===== config.mk =====
export PLATFORM = sky130hd
export DESIGN_NAME = aarm_cordic_cell
export DESIGN_NICKNAME = d
export VERILOG_FILES = /design/src/rtl/core/aarm_pkg.sv /design/src/rtl/core/aarm_cordic_cell.sv
export SDC_FILE = /design/constraint.sdc
export NUM_CORES = 1
export LEC_CHECK = 0
export BUFFER_PORTS_ARGS = -buffer_cell sky130_fd_sc_hd__buf_4
export CAP_MARGIN = 20
export CORE_UTILIZATION = 45
export CTS_CLUSTER_DIAMETER = 40
export CTS_CLUSTER_SIZE = 30
export DETAILED_ROUTE_END_ITERATION = 16
export HOLD_SLACK_MARGIN = 0.12
export PLACE_DENSITY_LB_ADDON = 0.15
export SYNTH_ARGS = -nofsm -noshare
export SYNTH_HDL_FRONTEND = slang
export SYNTH_SLANG_ARGS = --single-unit

===== constraint.sdc =====
create_clock -name clk -period 8.8 [get_ports clk]
set_input_delay 2.2 -clock clk [delete_from_list [all_inputs] [get_ports clk]]
set_output_delay 2.2 -clock clk [all_outputs]
set_load 0.02 [all_outputs]

===== src/rtl/core/aarm_pkg.sv =====
// Shared types and constants of the axis-angle rotation matrix unit.
`timescale 1ns / 1ps

package aarm_pkg;

  // Angle handling, Q16.16 degrees
  localparam logic [32:0] FULL_TURN  = 33'd23592960;    // 360 deg
  localparam logic [32:0] QUARTER    = 33'd5898240;     // 90 deg
  localparam logic [32:0] HALF_TURN  = 33'd11796480;    // 180 deg
  localparam logic [32:0] THREE_QTR  = 33'd17694720;    // 270 deg
  localparam logic [32:0] MOD_OFFSET = 33'd2170552320;  // 92 full turns
  localparam logic [26:0] DEG_TO_RAD = 27'd74961321;    // pi/180 * 2^32

  // CORDIC, Q2.30
  localparam logic signed [33:0] GAIN_INV = 34'sd652032874;
  localparam logic signed [34:0] Q30_ONE  = 35'sd1073741824;

  // Squared length, Q4.28
  localparam logic signed [32:0] UNIT_SQ = 33'sd268435456;

  // Output format
  localparam logic signed [15:0] ONE_Q14 = 16'sd16384;
  localparam logic [15:0] TOL_RESET = 16'd32;

  localparam logic [29:0] ATAN_Q30 [32] = '{
    30'd843314856, 30'd497837829, 30'd263043836, 30'd133525158, 30'd67021686,
    30'd33543515, 30'd16775850, 30'd8388437, 30'd4194282, 30'd2097149,
    30'd1048575, 30'd524287, 30'd262143, 30'd131071, 30'd65535, 30'd32767,
    30'd16383, 30'd8191, 30'd4095, 30'd2047, 30'd1023, 30'd511, 30'd255,
    30'd127, 30'd63, 30'd31, 30'd15, 30'd7, 30'd3, 30'd1, 30'd0, 30'd0
  };

  // Per-word axis data that rides along the sqrt and divider cells
  typedef struct packed {
    logic               vld;
    logic               zero;
    logic               norm;
    logic signed [15:0] ax;
    logic signed [15:0] ay;
    logic signed [15:0] az;
    logic [31:0]        mag2;
  } axis_info_t;

  // CORDIC rotation state plus quadrant fold flags
  typedef struct packed {
    logic signed [33:0] cx;
    logic signed [33:0] cy;
    logic signed [33:0] cz;
    logic               neg_s;
    logic               neg_c;
  } cordic_t;

endpackage


===== src/rtl/core/aarm_cordic_cell.sv =====
// One rotation-mode CORDIC iteration with its output register.
`timescale 1ns / 1ps

module aarm_cordic_cell #(
  parameter int STEP = 0
) (
  input  logic              clk,
  input  logic              en,
  input  aarm_pkg::cordic_t c_i,
  output aarm_pkg::cordic_t c_o
);

  localparam logic signed [33:0] ANG = 34'(aarm_pkg::ATAN_Q30[STEP]);

  aarm_pkg::cordic_t c_r;
  aarm_pkg::cordic_t c_nxt;
  logic signed [33:0] dx;
  logic signed [33:0] dy;

  // floor shifts, direction from sign of residual angle
  always_comb begin
    dx    = c_i.cy >>> STEP;
    dy    = c_i.cx >>> STEP;
    c_nxt = c_i;
    if (!c_i.cz[33]) begin
      c_nxt.cx = c_i.cx - dx;
      c_nxt.cy = c_i.cy + dy;
      c_nxt.cz = c_i.cz - ANG;
    end else begin
      c_nxt.cx = c_i.cx + dx;
      c_nxt.cy = c_i.cy - dy;
      c_nxt.cz = c_i.cz + ANG;
    end
  end

  always_ff @(posedge clk) begin
    if (en) c_r <= c_nxt;
  end

  assign c_o = c_r;

endmodule


==> impl_metrics.yaml <==
status:
  outcome: "complete, no violations"
finish:
  drive_gt1_share_pct: 18.1
  mostFrequentLayoutCells: "buf_4, ha_1, a21oi_1"
  area_delta_synth_final_pct: 19.4
  largest_reg_flops: 103
  nets: 1629
  diodes: 0
  final_common_cell: "buf_4"
worst_setup_path:
  required_ns: 8.94
  crit_start: "c_i[35]"
  startpoint_type: "input pin"
  cp.arrival_ns: 5.60
  end_kind: "flop"
  path_class: "input pin to flop"
  cp_max_fo: 76
  crit_end: "c_o[34]"
power_and_ir_drop:
  pwr_density_cell_mw_per_mm2: 155
  p_leak_nw: 5.59
  vdd_drop_max_mv: 0.108
sta:
  rsz0062_at_grt: "no"
  fmax_mhz: 183
  tightest_slew_ns: 1.08
  fin_crit_sh_pct: 61.9
  holdWs_ns: 2.02
  finalSetupTns_ns: 0
  drv_slew: 0
  hold_viol: 0
  slew_headroom_pct: 27.7
  min_period_ns: 5.45
  worst_slack_ns: 3.35
  setup_viol: 0
cts:
  cts.repair.resized: 0
  cts_num_sinks: 103
  cts_tree: "yes"
  cts.clk_slew.worst_paths_ns: 0.08
  cts_hold_buf: 0
  cts_root_buffer: "clkbuf_16"
  cts-buffers-inserted: 9
  h-tree-depth: 3
  post_cts_buffers: 0
  cts_buffer_depth: 2
logic_synthesis:
  syn_nets: 1458
  synth.area.top_cells: "edfxtp_1, ha_1, a21oi_1"
  synthCells: 1220
  synth_warnings: 0
  yosysTopAreaCell: "edfxtp_1"
  ys_ff_latch: 103
  synth_cell_type_count: 77
  synth_ff_type: "edfxtp_1"
  syn-cell-area_mm2: 0.0106
  synth.avg_cell_area_um2: 8.67
  yosysSeqAreaShare_pct: 29.2
  synth_top_area_share_pct: 29.2
  synth_edf_count: 103
  ys_async_sr_fraction_pct: 0
placement:
  routabilityCongestion: 1.01
  port_buffers: 209
  place_hpwl_um: 24800
  pre_cts_ws_ns: 3.02
floorplan:
  die_area_mm2: 0.0241
  initial_utilization_pct: 46.3
  fp.dieH_um: 155
  core_mm2: 0.0228
  ios: 210
  num_rows: 55
  die_x_um: 155
hold_path:
  hold_path_class: "input pin to flop"
routing:
  drc: 0
  wl_per_cell_um: 18.5
  wl_met3_um: 2310
  drt_iter0_drc: 902
  routed_wl_um: 31700
  firstDrtPassIters: 8
  vias: 9942
  postRouteAntennaNets: 0
  drt-met1-wl_um: 14900
  routed.top_layer: "met4"
  wl_met2_um: 13900
  viasPerCell: 5.82
global_route:
  grt_max_degree: 84
  grt_pass1_wl_um: 49000
  grt-ovfl-total: 0
  grt_use_total_pct: 25.9
  grt_pass1_vias: 9099
  antenna_found_initial: 0
run:
  cap_violations: 0
how the worst min path moves through the flow:
stage,endpoint,depth (start not counted),startpoint
after detailed placement,c_o[1],1,c_i[1]
after global placement,c_o[3],1,c_i[3]
after CTS,c_o[1],1,c_i[1]
after global routing,c_o[1],1,c_i[1]
final,c_o[1],1,c_i[1]
after floorplan,c_o[0],0,c_i[0]
kinds of logic after synthesis:
kind of cell,share of synthesized area [%]
AOI/OAI and AO/OA,26.1
DFF,29.2
buffers and inverters,6.28
adders and majority gates,15.9
muxes,1.70
xor gates and xnor gates,6.87
and+or+nand+nor,13.9
worst max-delay path, cell delays in order:
cell	delay, ns
buf_4	0.30
buf_4	0.73
ha_1	0.43
a21oi_1	0.25
o2111ai_1	0.14
a211oi_1	0.36
nor3_1	0.13
o21ai_0	0.41
a21oi_1	0.22
o311ai_0	0.39
through the flow:
| stage | total power [mW] | instance area (um2) | utilization [%] | cells |
|---|---|---|---|---|
| detailed placement | 1.52 | 12300 | 54.0 | 1693 |
| finish | 1.96 | 12600 | 55.3 | 1709 |
| floorplan | 1.21 | 10600 | - | 1220 |
| global route | 2.06 | 12600 | 55.3 | 1709 |
| CTS | 1.96 | 12600 | 55.3 | 1709 |
| global placement | 1.52 | 12300 | 54.0 | 1693 |
synthesized netlist by cell type, types with 3 or more instances:
| cell type | n |
|---|---|
| o31ai_1 | 17 |
| nand2_1 | 56 |
| a311oi_1 | 3 |
| o21bai_1 | 19 |
| a31o_2 | 4 |
| and3_1 | 9 |
| fa_1 | 4 |
| a22oi_1 | 4 |
| o22ai_1 | 3 |
| nand3_1 | 25 |
| a221oi_1 | 4 |
| nor2b_1 | 17 |
| a2111oi_0 | 4 |
| nor3_1 | 22 |
| a211o_1 | 7 |
| nor2_1 | 99 |
| a211oi_1 | 21 |
| a31oi_1 | 9 |
| o221ai_1 | 6 |
| o311a_1 | 4 |
| o2111ai_1 | 5 |
| inv_1 | 113 |
| o21a_1 | 19 |
| nand4_1 | 18 |
| or2_2 | 5 |
| xor2_1 | 15 |
| o31a_1 | 3 |
| clkbuf_1 | 22 |
| o21ai_0 | 71 |
| and2_1 | 7 |
| xnor2_1 | 68 |
| buf_1 | 9 |
| a21boi_0 | 6 |
| nand2b_1 | 12 |
| a21o_1 | 38 |
| nor4_1 | 9 |
| buf_2 | 18 |
| ha_1 | 128 |
| or3_1 | 9 |
| edfxtp_1 | 103 |
| mux2i_1 | 18 |
| o211ai_1 | 17 |
| a21oi_1 | 127 |
report_power, final:
part           switching (mW)  total, mW  leakage, nW  internal [mW]
sequential             0.0236      0.672         1.01          0.648
combinational           0.512      0.850         4.43          0.339
clock                   0.206      0.433        0.151          0.227
layout make-up:
class / count / area [um2]
Fill cell: 2186 / 10200
Timing Repair Buffer: 212 / 1590
Clock inverter: 6 / 78.8
Inverter: 115 / 432
Tap cell: 313 / 392
Clock buffer: 10 / 229
Sequential cell: 103 / 3090
Multi-Input combinational cell: 950 / 6830
layer usage:
layer / vias to the layer above / track usage [%]
met5: - / 0
met4: 0 / 7.33
met3: 43 / 3.18
met2: 431 / 40.0
met1: 4666 / 37.9
li1: 4802 / -
(Power assumes the default switching activity.)
