==> src/rtl/core/aarm_pkg.sv <==
// Shared types and constants of the axis-angle rotation matrix unit.
`timescale 1ns / 1ps

package aarm_pkg;

  // Angle handling, Q16.16 degrees
  localparam logic [32:0] FULL_TURN  = 33'd23592960;    // 360 deg
  localparam logic [32:0] QUARTER    = 33'd5898240;     // 90 deg
  localparam logic [32:0] HALF_TURN  = 33'd11796480;    // 180 deg
  localparam logic [32:0] THREE_QTR  = 33'd17694720;    // 270 deg
  localparam logic [32:0] MOD_OFFSET = 33'd2170552320;  // 92 full turns
  localparam logic [26:0] DEG_TO_RAD = 27'd74961321;    // pi/180 * 2^32

  // CORDIC, Q2.30
  localparam logic signed [33:0] GAIN_INV = 34'sd652032874;
  localparam logic signed [34:0] Q30_ONE  = 35'sd1073741824;

  // Squared length, Q4.28
  localparam logic signed [32:0] UNIT_SQ = 33'sd268435456;

  // Output format
  localparam logic signed [15:0] ONE_Q14 = 16'sd16384;
  localparam logic [15:0] TOL_RESET = 16'd32;

  localparam logic [29:0] ATAN_Q30 [32] = '{
    30'd843314856, 30'd497837829, 30'd263043836, 30'd133525158, 30'd67021686,
    30'd33543515, 30'd16775850, 30'd8388437, 30'd4194282, 30'd2097149,
    30'd1048575, 30'd524287, 30'd262143, 30'd131071, 30'd65535, 30'd32767,
    30'd16383, 30'd8191, 30'd4095, 30'd2047, 30'd1023, 30'd511, 30'd255,
    30'd127, 30'd63, 30'd31, 30'd15, 30'd7, 30'd3, 30'd1, 30'd0, 30'd0
  };

  // Per-word axis data that rides along the sqrt and divider cells
  typedef struct packed {
    logic               vld;
    logic               zero;
    logic               norm;
    logic signed [15:0] ax;
    logic signed [15:0] ay;
    logic signed [15:0] az;
    logic [31:0]        mag2;
  } axis_info_t;

  // CORDIC rotation state plus quadrant fold flags
  typedef struct packed {
    logic signed [33:0] cx;
    logic signed [33:0] cy;
    logic signed [33:0] cz;
    logic               neg_s;
    logic               neg_c;
  } cordic_t;

endpackage

==> src/rtl/core/aarm_sqrt_cell.sv <==
// One digit step of the integer square root of mag2 * 2^32.
`timescale 1ns / 1ps

module aarm_sqrt_cell #(
  parameter int STEP = 0
) (
  input  logic                 clk,
  input  logic                 rst_n,
  input  logic                 en,
  input  aarm_pkg::axis_info_t info_i,
  input  logic [33:0]          rem_i,
  input  logic [31:0]          root_i,
  output aarm_pkg::axis_info_t info_o,
  output logic [33:0]          rem_o,
  output logic [31:0]          root_o
);

  localparam int PAIR = 31 - STEP;

  aarm_pkg::axis_info_t info_r;
  logic [33:0] rem_r;
  logic [33:0] rem_nxt;
  logic [31:0] root_r;
  logic [31:0] root_nxt;
  logic [1:0]  pair_bits;
  logic [35:0] rem_sh;
  logic [35:0] trial;
  logic [35:0] diff;
  logic        ge;

  // upper 16 pairs come from mag2, the low half is zero
  if (PAIR >= 16) begin : g_hi
    assign pair_bits = info_i.mag2[2*(PAIR-16)+1 -: 2];
  end else begin : g_lo
    assign pair_bits = 2'b00;
  end

  always_comb begin
    rem_sh   = {rem_i, pair_bits};
    trial    = {2'b00, root_i, 2'b01};
    diff     = rem_sh - trial;
    ge       = (rem_sh >= trial);
    rem_nxt  = ge ? diff[33:0] : rem_sh[33:0];
    root_nxt = {root_i[30:0], ge};
  end

  always_ff @(posedge clk) begin
    if (!rst_n) begin
      info_r.vld <= 1'b0;
    end else if (en) begin
      info_r <= info_i;
    end
  end

  always_ff @(posedge clk) begin
    if (en) begin
      rem_r  <= rem_nxt;
      root_r <= root_nxt;
    end
  end

  assign info_o = info_r;
  assign rem_o  = rem_r;
  assign root_o = root_r;

endmodule

==> config.mk <==
export PLATFORM = sky130hd
export DESIGN_NAME = aarm_sqrt_cell
export DESIGN_NICKNAME = d
export VERILOG_FILES = /design/src/rtl/core/aarm_pkg.sv /design/src/rtl/core/aarm_sqrt_cell.sv
export SDC_FILE = /design/constraint.sdc
export NUM_CORES = 1
export LEC_CHECK = 0
export BUFFER_PORTS_ARGS = -buffer_cell sky130_fd_sc_hd__buf_4
export CAP_MARGIN = 20
export CORE_ASPECT_RATIO = 0.9
export CORE_MARGIN = 2
export CORE_UTILIZATION = 51
export CTS_CLUSTER_DIAMETER = 100
export CTS_CLUSTER_SIZE = 16
export DETAILED_ROUTE_END_ITERATION = 16
export HOLD_SLACK_MARGIN = 0.03
export PLACE_DENSITY = 0.89
export SKIP_LAST_GASP = 1
export SYNTH_ARGS = -nofsm -noshare
export SYNTH_HDL_FRONTEND = slang
export SYNTH_SLANG_ARGS = --single-unit
==> constraint.sdc <==
create_clock -name clk -period 7.15 [get_ports clk]
set_input_delay 1.43 -clock clk [delete_from_list [all_inputs] [get_ports clk]]
set_output_delay 1.43 -clock clk [all_outputs]
set_load 0.01 [all_outputs]
==> flow_metrics.env <==
export IMPL_synth_xor_area_share=0.03583
export IMPL_r2r_end="info_o[82]"
export IMPL_critPathKind="input port to flop"
export IMPL_synth_compound_area_frac=0.1261
export IMPL_r2r_start="info_o[82]"
export IMPL_tns_ps=0
export IMPL_path_buf_inv=2
export IMPL_r2r_cells=2
export IMPL_worstSkewPairLatency_ps=420
export IMPL_drt_initial_drc_count=410
export IMPL_ctsResizeCount=0
export IMPL_nets=1010
export IMPL_cts_buffers=17
export IMPL_cts_buffer_depth=2
export IMPL_dpl_hpwl_um=14880
export IMPL_h_tree_depth=4
export IMPL_synth_fa_ha_area_frac=0.06216
export IMPL_grt_pass1_wl_um=28640
export IMPL_ff_latch_area_um2=4464
export IMPL_clkTransAtPathRegs_ps=60
export IMPL_firstDrtPassIters=5
export IMPL_critPathArrivalTime_ps=4310
export IMPL_num_fill_cells=859
export IMPL_multi_input_area_um2=2170
export IMPL_ys_flop_type="edfxtp_1"
export IMPL_yosys_area_top_type="edfxtp_1"
export IMPL_num_rows=40
export IMPL_p_leak_nw=4.327
export IMPL_drc=0
export IMPL_synth_area_leaders="edfxtp_1, ha_1, nand2_1, a21o_1, o21ai_1"
export IMPL_die_w_um=126.1
export IMPL_yosys_warnings=0
export IMPL_rrSetupSlack_ps=6550
export IMPL_rsz0062_at_grt="no"
export IMPL_drtAntennaViolNets=0
export IMPL_core_um2=13210
export IMPL_setup_viol=0
export IMPL_cellPowerDensity_nw_per_um2=246.1
export IMPL_end_kind="flop"
export IMPL_synth_yosys_seq_area_share=0.6523
export IMPL_grt_overflow=0
export IMPL_tritoncts="built"
export IMPL_worstHoldStart="info_o[82]"
export IMPL_crit_chain="buf_4 > ha_1 > a21o_1 > o41ai_1 > o211ai_1 > a211oi_1 > o21a_2 > buf_12 > mux2_1"
export IMPL_ir_worst_vdd_mv=0.2516
export IMPL_synthCells=515
export IMPL_io_buffers=300
export IMPL_dieHeight_um=113.9
export IMPL_vias=5414
export IMPL_grt_max_degree=83
export IMPL_min_delay_worst_endpoint="info_o[82]"
export IMPL_async_flop_share=0
export IMPL_drt_total_wl_um=19550
export IMPL_cap_viol_max_count=0
export IMPL_worstSetupStartpointType="input port"
export IMPL_holdPathStages=2
export IMPL_required_ps=7300
export IMPL_antenna_found_initial=0
export IMPL_cts_sinks=149
export IMPL_finClkSkew_ps=0
export IMPL_synth_edff_count=148
export IMPL_post_cts_setup_buffer_count=0
export IMPL_dp_cells=972
export IMPL_critPathMaxFanout=37
export IMPL_gp_congestion=0.8950
export IMPL_ys_seq_elements=149
export IMPL_max_clock_freq_mhz=240.7
export IMPL_syn_to_final_growth_pct=43.88
export IMPL_layout_cells_non_filler=1005
export IMPL_dieArea_um2=14360
export IMPL_synth_area_um2=6844
export IMPL_syn_nets=701
export IMPL_drive_above_1_share=0.4062
export IMPL_period_share=0.5810
export IMPL_synth_simple_area_share=0.08154
export IMPL_slowest_stage="o21a_2"
export IMPL_globalRouteTotalUtil=0.2637
export IMPL_status="complete, no violations"
export IMPL_slew_limit_headroom=0.3186
export IMPL_antenna_cells=0
export IMPL_cp_slowest_stage_delay_ps=510
export IMPL_initial_core_util=0.5180
export IMPL_finalWorstPathRequiredPeriod_ps=4154
export IMPL_cts_hold_buf=0
export IMPL_wl_per_cell_um=19.45
export IMPL_num_io_pins=301
export IMPL_drv_slew=0
export IMPL_viasPerCell=5.387
export IMPL_synthMuxAreaShare=0.01079
export IMPL_avgSynthCellArea_um2=13.29
export IMPL_hold_viol=0
export IMPL_worstMarginPinSlew_ps=1022
export IMPL_synth_top_area_share=0.6494
export IMPL_synth_top_family_by_area="compound AO/OA/AOI/OAI gates"
export IMPL_cts_root_buffer="clkbuf_16"
export IMPL_grt_pass1_vias=5313
export IMPL_worstHoldPathType="flop to flop"
export IMPL_synth_distinct_cells=57
export IMPL_critPathTopFamily="compound AO/OA/AOI/OAI gates"
[logic make-up (layout without fill, tap and decap cells)]
kind of cell	after synthesis	after routing
adder cells (fa/ha/maj)	34	34
flip-flops	149	149
buffers and inverters	54	376
AND/OR/NAND/NOR	114	114
multiplexers	7	7
AO/OA/AOI/OAI	129	129
XOR/XNOR	28	28
[flip-flops by register name (all words and copies together), names as in the netlist]
name,flops
rem_o,34
info_o,83
root_o,32
[layer usage]
layer,vias to the layer above,part of all wire,track usage
met4,0,0.016,0.07912
met2,254,0.54,0.4774
met3,25,0.082,0.08865
met5,-,0,0
met1,2594,0.37,0.2969
li1,2541,-,-
[report_power, final]
group / switching, mW / total [mW] / internal, mW / leakage, nW
logic: 0.244 / 0.479 / 0.235 / 2.64
clock network: 0.349 / 0.860 / 0.511 / 0.263
registers: 0.0251 / 1.08 / 1.06 / 1.42
[metrics by stage]
stage	worst slack, ps	util	cell area (µm²)	hold WS, ps	total power, mW
after floorplan	3354	-	6844	538.3	1.326
after global placement	2371	0.7009	9261	503.6	1.556
after detailed placement	2273	0.7009	9261	531.7	1.575
after CTS	2701	0.7438	9827	541.6	2.435
after global routing	2844	0.7453	9847	579.2	2.509
final	2996	0.7453	9847	540.0	2.423
[cell type report]
class / instances / area share
flip-flops and latches: 149 / 0.4534
repair buffers: 302 / 0.2315
multi-input cells: 312 / 0.2203
clock buffers: 19 / 0.04396
well taps: 168 / 0.02135
inverters: 42 / 0.01601
clock inverters: 13 / 0.01347
[placed cells by master (no fill, tap or decap), types with 3 or more instances in the layout]
cell,synthesis,routed
a21o_1,21,21
a31oi_1,5,5
nand3_1,4,4
o41ai_1,3,3
nand4_1,7,7
mux2_1,3,3
o211ai_1,3,3
nand2_1,48,48
o21ai_0,12,12
and3_1,9,9
ha_1,34,34
clkinvlp_4,0,4
nor3_1,8,8
edfxtp_1,148,148
and2_1,7,6
nand2b_1,6,6
xnor2_1,12,12
inv_1,41,41
nor2b_1,3,3
a21oi_1,26,26
clkinv_1,0,3
nor2_1,14,14
xor2_1,16,16
clkbuf_16,0,17
o21ai_1,31,31
mux2i_1,4,4
o31ai_1,3,3
buf_4,1,301
[synthesized netlist by cell type, drive strengths merged (3+ instances only)]
cell type and n:
o31ai 3, clkbuf 5, o41ai 3, nand2b 6, inv 42, nor2b 3, and3 9, edfxtp 148
and2 7, nor3 8, ha 34, buf 7, a21o 22, o21ai 44, a21oi 26, nor2 14
xor2 16, nand3 4, nand4 7, o211ai 3, a21boi 3, mux2 3, a31oi 5, mux2i 4
xnor2 12, nand2 48
[worst reg2reg max path, stage by stage (launching register included)]
cell	delay [ps]
dfxtp_1	310
mux2i_1	120
nor2b_1	70
[worst max path at each step]
stage	startpoint	endpoint	slack (ps)	cells after the start
6_report	rem_i[7]	rem_o[3]	3000	9
5_1_grt	rem_i[7]	rem_o[3]	2840	9
4_1_cts	rem_i[7]	rem_o[27]	2700	9
3_5_place_dp	rem_i[7]	rem_o[27]	2270	9
3_3_place_gp	rem_i[7]	rem_o[32]	2370	9
2_1_floorplan	root_i[27]	rem_o[3]	3350	10
Power figures use the tool's default switching activity.
