--- src/rtl/core/aarm_pkg.sv ---
// Shared types and constants of the axis-angle rotation matrix unit.
`timescale 1ns / 1ps

package aarm_pkg;

  // Angle handling, Q16.16 degrees
  localparam logic [32:0] FULL_TURN  = 33'd23592960;    // 360 deg
  localparam logic [32:0] QUARTER    = 33'd5898240;     // 90 deg
  localparam logic [32:0] HALF_TURN  = 33'd11796480;    // 180 deg
  localparam logic [32:0] THREE_QTR  = 33'd17694720;    // 270 deg
  localparam logic [32:0] MOD_OFFSET = 33'd2170552320;  // 92 full turns
  localparam logic [26:0] DEG_TO_RAD = 27'd74961321;    // pi/180 * 2^32

  // CORDIC, Q2.30
  localparam logic signed [33:0] GAIN_INV = 34'sd652032874;
  localparam logic signed [34:0] Q30_ONE  = 35'sd1073741824;

  // Squared length, Q4.28
  localparam logic signed [32:0] UNIT_SQ = 33'sd268435456;

  // Output format
  localparam logic signed [15:0] ONE_Q14 = 16'sd16384;
  localparam logic [15:0] TOL_RESET = 16'd32;

  localparam logic [29:0] ATAN_Q30 [32] = '{
    30'd843314856, 30'd497837829, 30'd263043836, 30'd133525158, 30'd67021686,
    30'd33543515, 30'd16775850, 30'd8388437, 30'd4194282, 30'd2097149,
    30'd1048575, 30'd524287, 30'd262143, 30'd131071, 30'd65535, 30'd32767,
    30'd16383, 30'd8191, 30'd4095, 30'd2047, 30'd1023, 30'd511, 30'd255,
    30'd127, 30'd63, 30'd31, 30'd15, 30'd7, 30'd3, 30'd1, 30'd0, 30'd0
  };

  // Per-word axis data that rides along the sqrt and divider cells
  typedef struct packed {
    logic               vld;
    logic               zero;
    logic               norm;
    logic signed [15:0] ax;
    logic signed [15:0] ay;
    logic signed [15:0] az;
    logic [31:0]        mag2;
  } axis_info_t;

  // CORDIC rotation state plus quadrant fold flags
  typedef struct packed {
    logic signed [33:0] cx;
    logic signed [33:0] cy;
    logic signed [33:0] cz;
    logic               neg_s;
    logic               neg_c;
  } cordic_t;

endpackage

--- src/rtl/core/aarm_div_cell.sv ---
// One restoring quotient bit for the three axis normalization divides.
`timescale 1ns / 1ps

module aarm_div_cell #(
  parameter int FRAC_BITS = 14,
  parameter int BIT       = 0
) (
  input  logic                 clk,
  input  logic                 rst_n,
  input  logic                 en,
  input  aarm_pkg::axis_info_t info_i,
  input  logic [31:0]          len_i,
  input  logic [FRAC_BITS+32:0] rem_i [3],
  input  logic [FRAC_BITS:0]   q_i [3],
  output aarm_pkg::axis_info_t info_o,
  output logic [31:0]          len_o,
  output logic [FRAC_BITS+32:0] rem_o [3],
  output logic [FRAC_BITS:0]   q_o [3]
);

  localparam int NW = FRAC_BITS + 33;
  localparam int QW = FRAC_BITS + 1;

  aarm_pkg::axis_info_t info_r;
  logic [31:0]  len_r;
  logic [NW-1:0] rem_r [3];
  logic [NW-1:0] rem_nxt [3];
  logic [QW-1:0] q_r [3];
  logic [QW-1:0] q_nxt [3];
  logic [NW-1:0] cand;

  // compare against the divisor scaled to this bit
  always_comb begin
    cand = NW'(len_i) << BIT;
    for (int a = 0; a < 3; a++) begin
      if (rem_i[a] >= cand) begin
        rem_nxt[a] = rem_i[a] - cand;
        q_nxt[a]   = q_i[a] | (QW'(1) << BIT);
      end else begin
        rem_nxt[a] = rem_i[a];
        q_nxt[a]   = q_i[a];
      end
    end
  end

  always_ff @(posedge clk) begin
    if (!rst_n) begin
      info_r.vld <= 1'b0;
    end else if (en) begin
      info_r <= info_i;
    end
  end

  always_ff @(posedge clk) begin
    if (en) begin
      len_r <= len_i;
      rem_r <= rem_nxt;
      q_r   <= q_nxt;
    end
  end

  assign info_o = info_r;
  assign len_o  = len_r;
  assign rem_o  = rem_r;
  assign q_o    = q_r;

endmodule

--- config.mk ---
export PLATFORM = sky130hd
export DESIGN_NAME = aarm_div_cell
export DESIGN_NICKNAME = d
export VERILOG_FILES = /design/src/rtl/core/aarm_pkg.sv /design/src/rtl/core/aarm_div_cell.sv
export SDC_FILE = /design/constraint.sdc
export NUM_CORES = 1
export LEC_CHECK = 0
export BUFFER_PORTS_ARGS = -buffer_cell sky130_fd_sc_hd__buf_4
export CAP_MARGIN = 10
export CORE_MARGIN = 3
export CORE_UTILIZATION = 30
export DETAILED_ROUTE_END_ITERATION = 12
export HOLD_SLACK_MARGIN = 0.08
export MAX_ROUTING_LAYER = met4
export SYNTH_ARGS = -nofsm -noshare
export SYNTH_HDL_FRONTEND = slang
export SYNTH_SLANG_ARGS = --single-unit
--- constraint.sdc ---
create_clock -name clk -period 4.3 [get_ports clk]
set_input_delay 1.29 -clock clk [delete_from_list [all_inputs] [get_ports clk]]
set_output_delay 1.29 -clock clk [all_outputs]
set_load 0.05 [all_outputs]
==> results of run 1 <==
[layout by cell type (no fill, tap or decap), types with 5 or more instances in the layout]
cell type and count:
sky130_fd_sc_hd__a31oi_1 17, sky130_fd_sc_hd__xnor2_1 76, sky130_fd_sc_hd__nand2_1 99, sky130_fd_sc_hd__ha_1 96, sky130_fd_sc_hd__o21ai_0 58, sky130_fd_sc_hd__nand2b_1 14, sky130_fd_sc_hd__or3_1 10, sky130_fd_sc_hd__nor2b_1 10
sky130_fd_sc_hd__diode_2 16, sky130_fd_sc_hd__nor3_1 28, sky130_fd_sc_hd__a211oi_1 7, sky130_fd_sc_hd__nor4_1 22, sky130_fd_sc_hd__clkbuf_1 5, sky130_fd_sc_hd__a211o_1 6, sky130_fd_sc_hd__edfxtp_1 300, sky130_fd_sc_hd__buf_12 13
sky130_fd_sc_hd__mux2_2 18, sky130_fd_sc_hd__and3_1 7, sky130_fd_sc_hd__buf_4 817, sky130_fd_sc_hd__o21a_1 13, sky130_fd_sc_hd__a21oi_1 169, sky130_fd_sc_hd__o31ai_1 8, sky130_fd_sc_hd__or4_1 6, sky130_fd_sc_hd__nand4b_1 7
sky130_fd_sc_hd__nor2_1 130, sky130_fd_sc_hd__nand4_1 22, sky130_fd_sc_hd__a21o_1 46, sky130_fd_sc_hd__o211ai_1 7, sky130_fd_sc_hd__inv_1 67, sky130_fd_sc_hd__nand3_1 33, sky130_fd_sc_hd__xor2_1 53, sky130_fd_sc_hd__o21bai_1 20
sky130_fd_sc_hd__clkbuf_16 39, sky130_fd_sc_hd__o31a_1 5
[logic make-up (layout without fill, tap and decap cells)]
kind of cell             count (synthesis)  count (layout)  share of synthesized area, %
XOR/XNOR                               129             129                          6.69
AO/OA/AOI/OAI                          409             409                          15.6
buffers and inverters                  118             962                          2.88
multiplexers                            19              19                          1.26
adder cells (fa/ha/maj)                 99              99                          7.47
other                                    0              16                             0
flip-flops                             301             301                          53.5
AND/OR/NAND/NOR                        425             425                          12.7
[stage by stage]
stage	total power, mW	std cells
global placement	7.11	3028
finish	10.2	3108
global route	10.6	3107
detailed placement	7.12	3028
CTS	10.3	3092
floorplan	5.72	1500
[flip-flops by register name, indices dropped and copies added, names as in the netlist]
signal  count
rem_o     141
info_o     83
q_o        45
len_o      32
[power by group through the flow]
stage                     logic [mW]  registers [mW]  clock network, mW
after CTS                       3.35            3.73               3.23
after global placement          3.33            3.78                  0
after detailed placement        3.33            3.78                  0
final                           3.33            3.72               3.13
after global routing            3.53            3.75               3.35
after floorplan                0.897            4.83                  0
[how the worst max path moves through the flow]
stage                   start          to  slack [ps]  cells after the start
finish               len_i[1]  rem_o[132]         220                     12
floorplan           rem_i[94]  rem_o[132]           5                     13
global placement     len_i[0]  rem_o[132]        -220                     13
CTS                  len_i[1]  rem_o[132]         250                     12
detailed placement   len_i[1]  rem_o[132]        -320                     12
global route         len_i[1]  rem_o[132]          80                     12
[metal layers]
layer  vias to the layer above  track usage (%)  part of all wire, %
met5                         -                -                    0
met4                         0             10.0                  4.4
met3                       129             6.38                  8.0
met2                       591             40.1                   51
met1                      7405             24.5                   37
li1                       7307                -                    -
[worst min-delay path, cell delays in order (launching register included)]
cell and delay, ps:
sky130_fd_sc_hd__dfxtp_1 320, sky130_fd_sc_hd__mux2i_1 130, sky130_fd_sc_hd__nor2b_1 60
[area by class of cell]
| class | count | share of cell area (%) |
|---|---|---|
| Antenna cell | 16 | 0.158 |
| Clock buffer | 47 | 4.10 |
| Clock inverter | 17 | 0.688 |
| Inverter | 67 | 0.995 |
| Multi-Input combinational cell | 1081 | 29.3 |
| Sequential cell | 301 | 35.7 |
| Tap cell | 748 | 3.70 |
| Timing Repair Buffer | 831 | 25.4 |
==> results.md, run 1 <==
Worst setup path:
- The endpoint of the lowest-slack register-to-register path is info_o[82].
- The peak fanout along the critical path is 5.
- The register-to-register setup slack is 3690 ps.
- In this design, the stage delay of the slowest critical-path cell is 470 ps.
- The worst register-to-register path begins at info_o[82].
- The critical path launch point type is an input pin.
- For the worst setup path, the data arrival time is 4370 ps.
- Data on the critical path is required at its endpoint by 4590 ps.
- Counting both buffers and inverters, the worst setup path holds a total of 2.
- Counting stages on the worst path, the most repeated cell is sky130_fd_sc_hd__a211o_1.
- The nature of the critical path endpoint is a register.
- The slowest cell on the critical path is sky130_fd_sc_hd__a2111oi_4.
- The signal on the critical path passes through buf_4 > inv_1 > fa_2 > a211o_1 > a211o_1 > a221oi_2 > nand2b_1 > a21boi_0 > o31a_2 > a2111oi_4 > nand2_1 > xnor2_1.
- The gate family responsible for the most delay along the worst path is compound AO/OA/AOI/OAI gates.
- For the worst flop-to-flop path, the logic depth is 2.
- The classification of the worst setup path is in2reg.

Floorplanning:
- The overall die area is 59,200 um^2.
- The total I/O pin count is 605.
- In this run the horizontal extent of the chip is 243 um.
- The total area inside the core boundary comes to 55,400 um^2.
- The die is 243 um tall.
- The effective utilization at floorplan is 30.5%.
- The number of placement rows is 86.

CTS:
- TritonCTS created 37 clock buffers.
- The number of buffers inserted by hold repair at cts is 0.
- Clock-pin slew was measured on the worst setup and hold paths at 60 ps.
- The maximum count of clock buffers along a single path is 3.
- The CTS tree is built.
- The TritonCTS sink count is 301.
- Post-CTS repair changed the size of 0 cells.
- The total number of H-tree levels is 2.
- The later pin in the worst-skew pair is clocked with a latency of 540 ps.
- The number of setup buffers added after CTS is 0.
- The clock tree root driver cell is sky130_fd_sc_hd__clkbuf_16.

Routing:
- The detailed-route via count is 15,400.
- The detailed-route DRC error count is 0.
- The initial DRC count is 972.
- The count of nets left with antenna violations after detail routing is 0.
- The per-cell via count in the routed design is 4.97.
- In the final routed layout, each cell accounts on average for 22.2 um.
- The routed wire length is 69,000 um.
- The first TritonRoute pass finished after 7 iterations.

Power and ir drop:
- The portion of total power attributed to the clock network is 30.7%.
- The internal portion of the total power is 6.69 mW.
- In this run, flip-flops and latches consume 36.5% of the power.
- The switching portion of total power is 34.3%.
- The fraction of power consumed by combinational cells is 32.7%.
- Dividing total power by cell area gives a power density of 403 nW/um^2.
- For this design the static power due to leakage is 10.9 nW.
- In this run the power spent charging and discharging nets is 3.50 mW.
- The highest ir drop seen on vdd is 0.275 mV.

Hold path:
- The path with the worst hold slack has its endpoint at info_o[82].
- In this run the worst hold path is classified as reg2reg.
- Counting instances, the worst hold path has a depth of 2.
- The start point of the worst hold path is info_o[82].

STA:
- On the final layout, the worst clock skew is 0 ps.
- The portion of the clock cycle consumed by the worst path in the final layout is 94.9%.
- The worst slew margin relative to its limit is 31.3%.
- At the pin with the least slew margin, the transition time is 1030 ps.
- The number of max-slew violations in the final report is 0.
- The hold violation total from the final report is 0.
- In the post-route analysis, the smallest setup slack over all paths is 221 ps.
- The tightest hold path in the finished design has a slack of 544 ps.
- The count of endpoints failing setup in the final report is 0.
- The aggregate negative setup slack is 0 ps.
- For this run, the top clock speed supported by timing is 245 MHz.
- Setup repair after global routing left no endpoint under its margin.
- The smallest clock period supported by the final layout is computed as 4080 ps.

Yosys:
- Counting every net in the synthesized netlist gives 1,903.
- The mapped netlist covers 16,900 um^2.
- sky130_fd_sc_hd__edfxtp_1 takes more of the synthesized area than any other cell.
- The number of storage elements in the synthesis netlist is 301.
- The top cell type by area accounts for 53.3% of the synthesized area.
- The share of flip-flops with an asynchronous set or reset is 0%.
- The commonest register cell after synthesis is sky130_fd_sc_hd__edfxtp_1.
- In this run, synthesis inferred 300 flip-flops with an integrated enable.
- By count the netlist is led by 300 x sky130_fd_sc_hd__edfxtp_1, 169 x sky130_fd_sc_hd__a21oi_1, 130 x sky130_fd_sc_hd__nor2_1.
- In this run the mean area of a mapped cell was 11.3 um^2.
- During synthesis, Yosys emitted a total of 0 warnings.
- In the synthesized netlist, the number of instances is 1,500.
- The portion of the post-synthesis area used by sequential elements is 53.5%.
- The number of distinct library cells after synthesis is 91.
- Among all cell types in the netlist, the one instantiated most often is sky130_fd_sc_hd__edfxtp_1.
- Ranked by total cell area, the synthesized netlist is headed by sky130_fd_sc_hd__edfxtp_1 53%, sky130_fd_sc_hd__ha_1 7.1%, sky130_fd_sc_hd__a21oi_1 5.0%, sky130_fd_sc_hd__xnor2_1 3.9%, sky130_fd_sc_hd__nor2_1 2.9%.

Placed design:
- The post-detailed-placement cell area is 24,000 um^2.
- The placed wire-length estimate is 56,800 um.
- Port buffering added 604 buffers.
- Routability-driven placement finished with a final weighted congestion of 0.920.
- The worst setup timing slack at the placement stage is -319 ps.

Final layout:
- The multi-input combinational cells in the finished layout cover a total of 7400 um^2.
- Cells with a size suffix above 1 make up 40.1% of the layout.
- The sequential cells in the finished layout cover a total of 9030 um^2.
- Cells fill 45.6% of the core in the end.
- After routing the design area is 25,300 um^2.
- The synthesis-to-finish area growth is 49.6%.
- Counting the fill cells in the layout gives 5,259.
- The number of nets in the layout is 2,722.

Global route:
- The via count of the first global-routing pass came to 15,800.
- The total overflow left after global routing is 0.
- The number of antenna violations at the first check in global routing was 18.
- The maximum number of pins on one net before global-route repair is 83.
- In the global route stage, overall resource usage came out at 23.0%.
- The first global-routing pass estimated 99,500 um of wire.

Run status:
- The flow ran to the end, and the final reports show no timing, DRC or antenna violations.

Flow run:
- Max-cap violations in this run came to 0.
Note: power is estimated with default switching activity, not from simulation.
==> run 2: changes to the inputs <==
==> constraint.sdc (replaced) <==
create_clock -name clk -period 4.3 [get_ports clk]
set_input_delay 0.43 -clock clk [delete_from_list [all_inputs] [get_ports clk]]
set_output_delay 0.43 -clock clk [all_outputs]
set_load 0.05 [all_outputs]
==> results.md, run 2 (same netlist as run 1, synthesis figures left out) <==
Run status:
- The run finished with clean final reports.

Final layout:
- The synthesis-to-finish area growth is 48.5%.
- The library cell used most frequently in the layout, excluding fill and tap cells, is sky130_fd_sc_hd__buf_4.
- The post-layout utilization of the core was 45.3% (-0.35 points).
- The summed area of non-filler cells in the final layout came to 25,100 um^2 (-0.76%).
- The flip-flop count of the largest register, all copies and words added is 141 (unchanged).
- The share of cells above drive strength 1 is 31.8% (-8.4 points).
- The area of combinational cells with multiple inputs is 7390 um^2 (about the same).
- The sequential cell area in the final layout came to 9030 um^2 (unchanged).
- The filler cell count in the final layout is 5,171 (-1.7%).
- In the layout the commonest cells are 620 x sky130_fd_sc_hd__buf_4, 300 x sky130_fd_sc_hd__edfxtp_1, 169 x sky130_fd_sc_hd__a21oi_1.
- The number of nets in the layout is 2,670 (-1.9%).

STA:
- The hold violation total from the final report was 0 (unchanged).
- The maximum clock skew at final layout was 0 ps (unchanged).
- The portion of the clock cycle consumed by the worst path in the final layout came to 94.1% (-0.77 points).
- The transition time at the pin with the least slew margin is 1030 ps (+4.68 ps).
- The aggregate negative setup slack is 0 ps (unchanged).
- The worst slew margin relative to its limit is 31.0% (-0.31 points).
- The minimum clock period was 4050 ps (-32.9 ps).
- The number of max-slew violations in the final report is 0 (unchanged).
- The top achievable clock speed is 247 MHz (+0.81%).
- The count of endpoints failing setup in the final report is 0 (unchanged).
- Setup repair after global routing left no endpoint under its margin.

CTS:
- TritonCTS built the clock tree.
- The total number of H-tree levels came to 2 (unchanged).
- The tree is rooted in a sky130_fd_sc_hd__clkbuf_16.
- The TritonCTS sink count is 301 (unchanged).
- The clock insertion delay at the later pin of the skew report was 550 ps (about the same).
- The maximum count of clock buffers along a single path came to 3 (unchanged).
- The count of instances resized after the clock tree is built is 0 (unchanged).
- The number of buffers created by CTS is 37 (unchanged).
- The clock slew seen by the registers of the worst setup and hold paths is 50 ps (about the same).

Worst setup path:
- The register-to-register setup slack is 3700 ps (about the same).
- The endpoint of the lowest-slack register-to-register path is info_o[82].
- The data arrival time at the worst-slack endpoint is 4340 ps (-30 ps).
- The worst-case reg-to-reg path depth was 2 (unchanged).
- The nature of the critical path endpoint is a register.
- The data required time at the worst endpoint is 4590 ps (about the same).
- The worst setup path is launched from an input pin.
- The critical path is of the in2reg type.
- The peak fanout along the critical path is 6 (+1).
- The launch point of the worst reg-to-reg path is info_o[82].

Floorplanning:
- The area inside the core boundary came to 55,400 um^2 (unchanged).
- The vertical die dimension is 243 um (unchanged).
- The number of placement rows is 86 (unchanged).
- The overall die area came to 59,200 um^2 (unchanged).
- The total I/O pin count was 605 (unchanged).
- The effective utilization at floorplan is 30.5% (unchanged).
- The die boundary width is 243 um (unchanged).

Power and ir drop:
- The internal portion of total power is 6.44 mW (-3.8%).
- The fraction of power consumed by combinational cells was 32.4% (-0.3 points).
- The portion of total power attributed to the clock network is 30.0% (-0.7 points).
- The switching portion of total power is 35.3% (+0.96 points).
- The net switching component of the power is 3.51 mW (+0.39%).
- The sequential share of power is 37.7% (+1.2 points).
- The highest ir drop seen on vdd is 0.263 mV (-4.4%).
- The cell leakage power is 10.5 nW (-3.8%).
- The power density over the cells is 397 nW/um^2 (-1.6%).

Global route:
- The maximum number of pins on one net before global-route repair is 115 (+39%).
- The number of antenna violations at the first check in global routing is 15 (-3).
- The total track usage is 23.2% (+0.12 points).
- The first-pass GRT wire length is 99,800 um (+0.28%).
- The via count of the first global-routing pass is 15,600 (-1.6%).
- The total congestion overflow after global routing is 0 (unchanged).

Placed design:
- The placed wire-length estimate came to 54,300 um (-4.5%).
- The post-detailed-placement cell area is 22,300 um^2 (-7.0%).
- The final RePlAce weighted congestion is 0.926 (+0.70%).
- The number of I/O port buffers is 604 (unchanged).

Routing:
- The routed wire length was 69,200 um (+0.33%).
- The count of nets left with antenna violations after detail routing is 0 (unchanged).
- The per-cell via count in the routed design is 5.04 (+1.4%).
- The initial DRC count is 881 (-9.4%).
- The detailed-route DRC error count was 0 (unchanged).
- The detailed-route via count is 15,400 (-0.22%).
- The average wire per cell in the routed design came to 22.6 um (+2.0%).
- The number of detailed-routing iterations run before antenna repair is 5 (-2).

Hold path:
- The path with the worst hold slack has its endpoint at info_o[82].
- The classification of the worst-slack hold path is in2reg.
- The start point of the worst hold path is rst_n.
- The depth of the worst hold-timing path came to 2 (unchanged).

Flow run:
- The max-cap violation count is 0 (unchanged).
-- run 2: cell count changes in the layout (fill, tap and decap cells not counted), sizes merged --
cell         delta
buf           -206
bufinv          -1
clkbuf          -5
clkinv          +8
clkinvlp        -2
dlygate4sd3   +154
inv             +1
-- run 2: worst max path at each step --
stage,cells past startpoint,to,slack [ps],startpoint
2_1_floorplan,13,rem_o[132],730,rem_i[94]
5_1_grt,13,rem_o[132],110,len_i[1]
3_5_place_dp,12,rem_o[132],250,len_i[1]
4_1_cts,13,rem_o[132],280,len_i[1]
3_3_place_gp,12,rem_o[140],340,len_i[1]
6_report,13,rem_o[132],250,len_i[1]
-- run 2: power by group through the flow --
stage / Sequential (mW) / Clock, mW / Combinational, mW
final: 3.75 / 2.98 / 3.22
after global routing: 3.77 / 3.19 / 3.40
after CTS: 3.75 / 3.09 / 3.23
after detailed placement: 3.80 / 0 / 3.09
after global placement: 3.80 / 0 / 3.08
after floorplan: 4.83 / 0 / 0.896
-- run 2: layer usage --
metal / vias up / GRT usage [%] / wire [um]
met5: - / - / 0
met4: 0 / 12.1 / 3420
met3: 150 / 5.22 / 4750
met2: 651 / 40.3 / 35800
met1: 7389 / 24.6 / 25200
li1: 7208 / - / -
-- run 2: worst max-delay path: stages --
cell and delay, ps:
sky130_fd_sc_hd__dlygate4sd3_1 530, sky130_fd_sc_hd__buf_4 110, sky130_fd_sc_hd__inv_1 190, sky130_fd_sc_hd__fa_1 540, sky130_fd_sc_hd__a211o_1 340, sky130_fd_sc_hd__a211o_1 300
sky130_fd_sc_hd__a221oi_2 380, sky130_fd_sc_hd__nand2b_1 170, sky130_fd_sc_hd__a21boi_0 120, sky130_fd_sc_hd__o31a_2 400, sky130_fd_sc_hd__a2111oi_4 530, sky130_fd_sc_hd__nand2_1 140
sky130_fd_sc_hd__xnor2_1 150
-- run 2: metrics by stage --
stage	hold WS, ps	power (mW)	setup WS [ps]	std cells
5_1_grt	90.9	10.4	111	3056
2_1_floorplan	529	5.72	733	1500
6_report	120	9.95	254	3057
3_5_place_dp	520	6.89	251	2819
4_1_cts	83.9	10.1	279	3038
3_3_place_gp	507	6.89	335	2819
-- run 2: final cells by class --
class,instances,share of cell area (%)
Sequential cell,301,36.0
Multi-Input combinational cell,1081,29.5
Timing Repair Buffer,779,25.1
Clock buffer,42,3.77
Tap cell,748,3.73
Inverter,67,1.00
Clock inverter,23,0.768
Antenna cell,16,0.160
-- run 2: timing repair --
item | CTS | global route
hold buffers | 154 | 0
endpoints found under the setup margin | 0 | 4
endpoints found under the hold margin | 154 | 0
setup buffers | 0 | 3
